### src/hw/rtl/bbia_ram.sv
// ----------------------------------------------------------------------------
// bbia_ram
// Generic single-write, single-read RAM with registered read data.
// ----------------------------------------------------------------------------
module bbia_ram #(
  parameter int WIDTH = 8,
  parameter int DEPTH = 256
) (
  input  logic                     clk,
  input  logic                     we,
  input  logic [$clog2(DEPTH)-1:0] waddr,
  input  logic [WIDTH-1:0]         wdata,
  input  logic [$clog2(DEPTH)-1:0] raddr,
  output logic [WIDTH-1:0]         rdata
);

  logic [WIDTH-1:0] mem [DEPTH];

  always_ff @(posedge clk) begin
    if (we) mem[waddr] <= wdata;
    rdata <= mem[raddr];
  end

endmodule

### config.mk
export PLATFORM = sky130hd
export DESIGN_NAME = bbia_ram
export DESIGN_NICKNAME = d
export VERILOG_FILES = /design/src/hw/rtl/bbia_ram.sv
export SDC_FILE = /design/constraint.sdc
export NUM_CORES = 2
export LEC_CHECK = 0
export ABC_AREA = 0
export CORE_MARGIN = 3
export CORE_UTILIZATION = 55
export DETAILED_ROUTE_END_ITERATION = 16
export DONT_BUFFER_PORTS = 1
export PLACE_DENSITY = 0.71
export SYNTH_ARGS = -nofsm -noshare
export SYNTH_HDL_FRONTEND = slang
export SYNTH_SLANG_ARGS = --single-unit
### constraint.sdc
create_clock -name clk -period 2.2 [get_ports clk]
set_clock_uncertainty 0.05 [all_clocks]
set_input_delay 0.33 -clock clk [delete_from_list [all_inputs] [get_ports clk]]
set_output_delay 0.33 -clock clk [all_outputs]
set_load 0.005 [all_outputs]
==> flow_summary.toml <==
[setup_path]
r2r-start = "mem[80][6]$_DFFE_PP_"
crit_slowest_cell = "mux4_2"
reg2reg_to = "rdata[6]$_DFF_P_"
cp.arrival_ps = 2980
end_kind = "flop"
critPathMaxFanout = 1
slowest_delay_ps = 480
ff2ff_path_depth = 6
startpoint_type = "flop"
critPathKind = "flop to flop"
crit_chain = "mux4_2, a22o_1, a221oi_4, o32ai_2, nor3_2, nor4_2"
worstPathRequired_ps = 2830
reg2reg_slack_ps = -140

[route]
drcViolationCount = 0
wire_per_inst_um = 30.8
antenna_left = 0
vias = 40698
wirelength_um = 194000
drtIter0Drc = 5996
firstDrtPassIters = 6
viasPerCell = 6.48

[clock_network]
clkTransAtPathRegs_ps = 60
root_buffer = "clkbuf_16"
numClockSinks = 2056
clock_latency_ps = 840
cts_tree = "built"
cts_max_level = 4
clockBufferDepth = 3
cts_made_buffers = 198

[pwr]
switchingPower_w = 0.0159
power.density_nw_per_um2 = 856
seq_power_share_pct = 55.1
pwr-share-comb_pct = 4.1
p_leak_nw = 29.2
power.internal_w = 0.0626
pwr-share-clk_pct = 40.8
switching_share_pct = 20.2
irDropWorstVdd_mv = 0.901

[finish]
ff_latch_area_um2 = 61700
multi_input_area_um2 = 17100
area_growth_pct = 15.3
drive_above_1_share_pct = 30.0
fill_cells = 9308
fin_nets = 4262

[floorplanning]
io_pins = 34
die_x_um = 386
rows = 138
die_h_um = 386
core_um2 = 143000
start_util_pct = 55.8
die-area_um2 = 149000

[logic_synthesis]
yosysWarnings = 0
synthDistinctLibCells = 55
synth_area_leader_cell = "edfxtp_1"
ys_ff_latch = 2056
syn_area_per_cell_um2 = 21.3
synth_enable_flop_cells = 2048
synth.top_cell.area_share_pct = 77.3
synth-main-ff-cell = "edfxtp_1"
synth_area_um2 = 79600
synth_common_cells = "2,048 x edfxtp_1, 454 x mux4_2, 282 x nor2_1, 134 x mux2i_1, 133 x a22oi_1"
async_reset_ff_share_pct = 0
seq_area_frac_synth_pct = 77.5
syn-num-nets = 3759
yosys-top-cells-area = "edfxtp_1 77%, mux4_2 13%, mux2i_1 1.7%, nor2_1 1.3%, a22oi_1 1.3%"
yosysMostFrequentCell = "edfxtp_1"
syn_inst = 3733

[global_route]
grt_pass1_vias = 40353
antenna_found_initial = 7
track_usage_pct = 25.8
grt_use_met1_pct = 36.8
busiest_layer = "met2"
grt_pass1_wl_um = 276000
globalRoute.totalOverflow = 0
grt_max_degree = 579
gr-usage-met2_pct = 39.5
met3_usage_pct = 6.17

[worst_hold_path]
hp-start = "wdata[4]"
hp-class = "primary input to flop"
hold_depth = 0
min_to = "mem[195][4]$_DFFE_PP_"

[timing]
whs_ps = -436
slew_viol_final = 0
hold_viol = 1759
setup_viol = 8
setup_slack_ps = -144
worstMarginPinSlew_ps = 1270
max_freq_mhz = 427
grt_setup_unrepaired = "yes"
slew_headroom_pct = 15.1
fin_crit_ps = 2340
min_period_over_period_pct = 107

[placed_design]
hpwlAfterDp_um = 104000
port_buffers = 0
globalplace.congestion = 0.856
pre_cts_ws_ps = -1070

[run_status]
violations = "negative hold slack, negative setup slack"
status = "complete, but fails checks"

[run]
cap_violations = 0
[worst max-delay path, delay by kind of cell, from the launching register on]
family	cells	cell delay, ps
flip-flops	1	380
AND/OR/NAND/NOR	2	430
multiplexers	1	480
AO/OA/AOI/OAI	3	850
[layer usage]
layer  up-vias  part of all wire [%]
met4         4                   3.4
met2      2384                    48
met3       358                    11
li1      16706                     -
met1     21246                    38
met5         -                 0.012
[cells in the final DEF, fill, tap and decap left out, drive strengths merged, types with 2 or more instances in the layout]
cell / instances
nor2: 282
o22a: 5
nor2b: 31
nand2b: 8
inv: 10
nor3: 22
mux4: 456
o22ai: 28
mux2i: 134
nand4: 10
and2: 6
dfxtp: 8
nor4: 27
nand2: 33
a22o: 8
o221ai: 47
dlygate4sd3: 13
and3b: 2
clkbuf: 277
o21ai: 12
a21oi: 96
nand3b: 2
buf: 513
nand3: 34
a221oi: 14
clkinvlp: 6
clkinv: 66
a31oi: 2
a22oi: 133
a2111oi: 5
edfxtp: 2048
o211ai: 10
or2: 4
a211oi: 16
a311oi: 2
o32ai: 5
diode: 2
bufinv: 8
[stage by stage]
stage          instance area [µm²]  std cells  total power (W)  util [%]  setup TNS [ps]
3_5_place_dp                 84600       5902           0.0467      59.3           -6330
5_1_grt                      91700       6282           0.0806      64.3            -987
3_3_place_gp                 84600       5902           0.0467      59.3           -7000
6_report                     91700       6283           0.0785      64.3            -699
4_1_cts                      91000       6267           0.0784      63.8            -727
2_1_floorplan                79800       3733           0.0462         -           -42.8
[worst max path at each step]
stage / from / end / slack, ps / depth (start not counted)
3_5_place_dp: raddr[0] / rdata[5]$_DFF_P_ / -1070 / 6
2_1_floorplan: raddr[0] / rdata[2]$_DFF_P_ / -20 / 9
5_1_grt: mem[43][5]$_DFFE_PP_ / rdata[5]$_DFF_P_ / -180 / 8
4_1_cts: mem[208][5]$_DFFE_PP_ / rdata[5]$_DFF_P_ / -140 / 6
6_report: mem[80][6]$_DFFE_PP_ / rdata[6]$_DFF_P_ / -140 / 6
3_3_place_gp: raddr[2] / rdata[5]$_DFF_P_ / -1040 / 9
[cell type report]
class	instances	area share, %
Tap cell	1890	2.58
Clock inverter	88	0.820
Multi-Input combinational cell	1442	18.6
Clock buffer	267	5.80
Timing Repair Buffer	536	4.94
Inverter	2	0.00819
Sequential cell	2056	67.2
Antenna cell	2	0.00546
[power by group through the flow]
| stage | clock network (W) | logic [W] | registers [W] |
|---|---|---|---|
| 3_3_place_gp | 0 | 0.00258 | 0.0441 |
| 2_1_floorplan | 0 | 0.00215 | 0.0440 |
| 4_1_cts | 0.0325 | 0.00271 | 0.0433 |
| 5_1_grt | 0.0340 | 0.00336 | 0.0433 |
| 6_report | 0.0320 | 0.00323 | 0.0433 |
| 3_5_place_dp | 0 | 0.00259 | 0.0441 |
[cells by family (layout without fill, tap and decap cells)]
| group | count (synthesis) | after routing | synth area share, % |
|---|---|---|---|
| AND/OR/NAND/NOR | 466 | 466 | 2.63 |
| buffers and inverters | 235 | 893 | 1.83 |
| AO/OA/AOI/OAI | 385 | 385 | 3.42 |
| multiplexers | 591 | 591 | 14.6 |
| flip-flops | 2056 | 2056 | 77.5 |
| other | 0 | 2 | 0 |
[sequential cells by signal, summed over array words and instances, names as in the netlist]
signal and count:
mem 2048, rdata 8
[timing repair]
action / in CTS / in global routing
setup buffers: 0 / 1
gates cloned: 0 / 11
resized for setup: 50 / 47
pin swaps: 15 / 25
hold buffers: 13 / 1
endpoints found under the setup margin: 8 / 8
endpoints found under the hold margin: 2254 / 2043
Power figures use the tool's default switching activity.
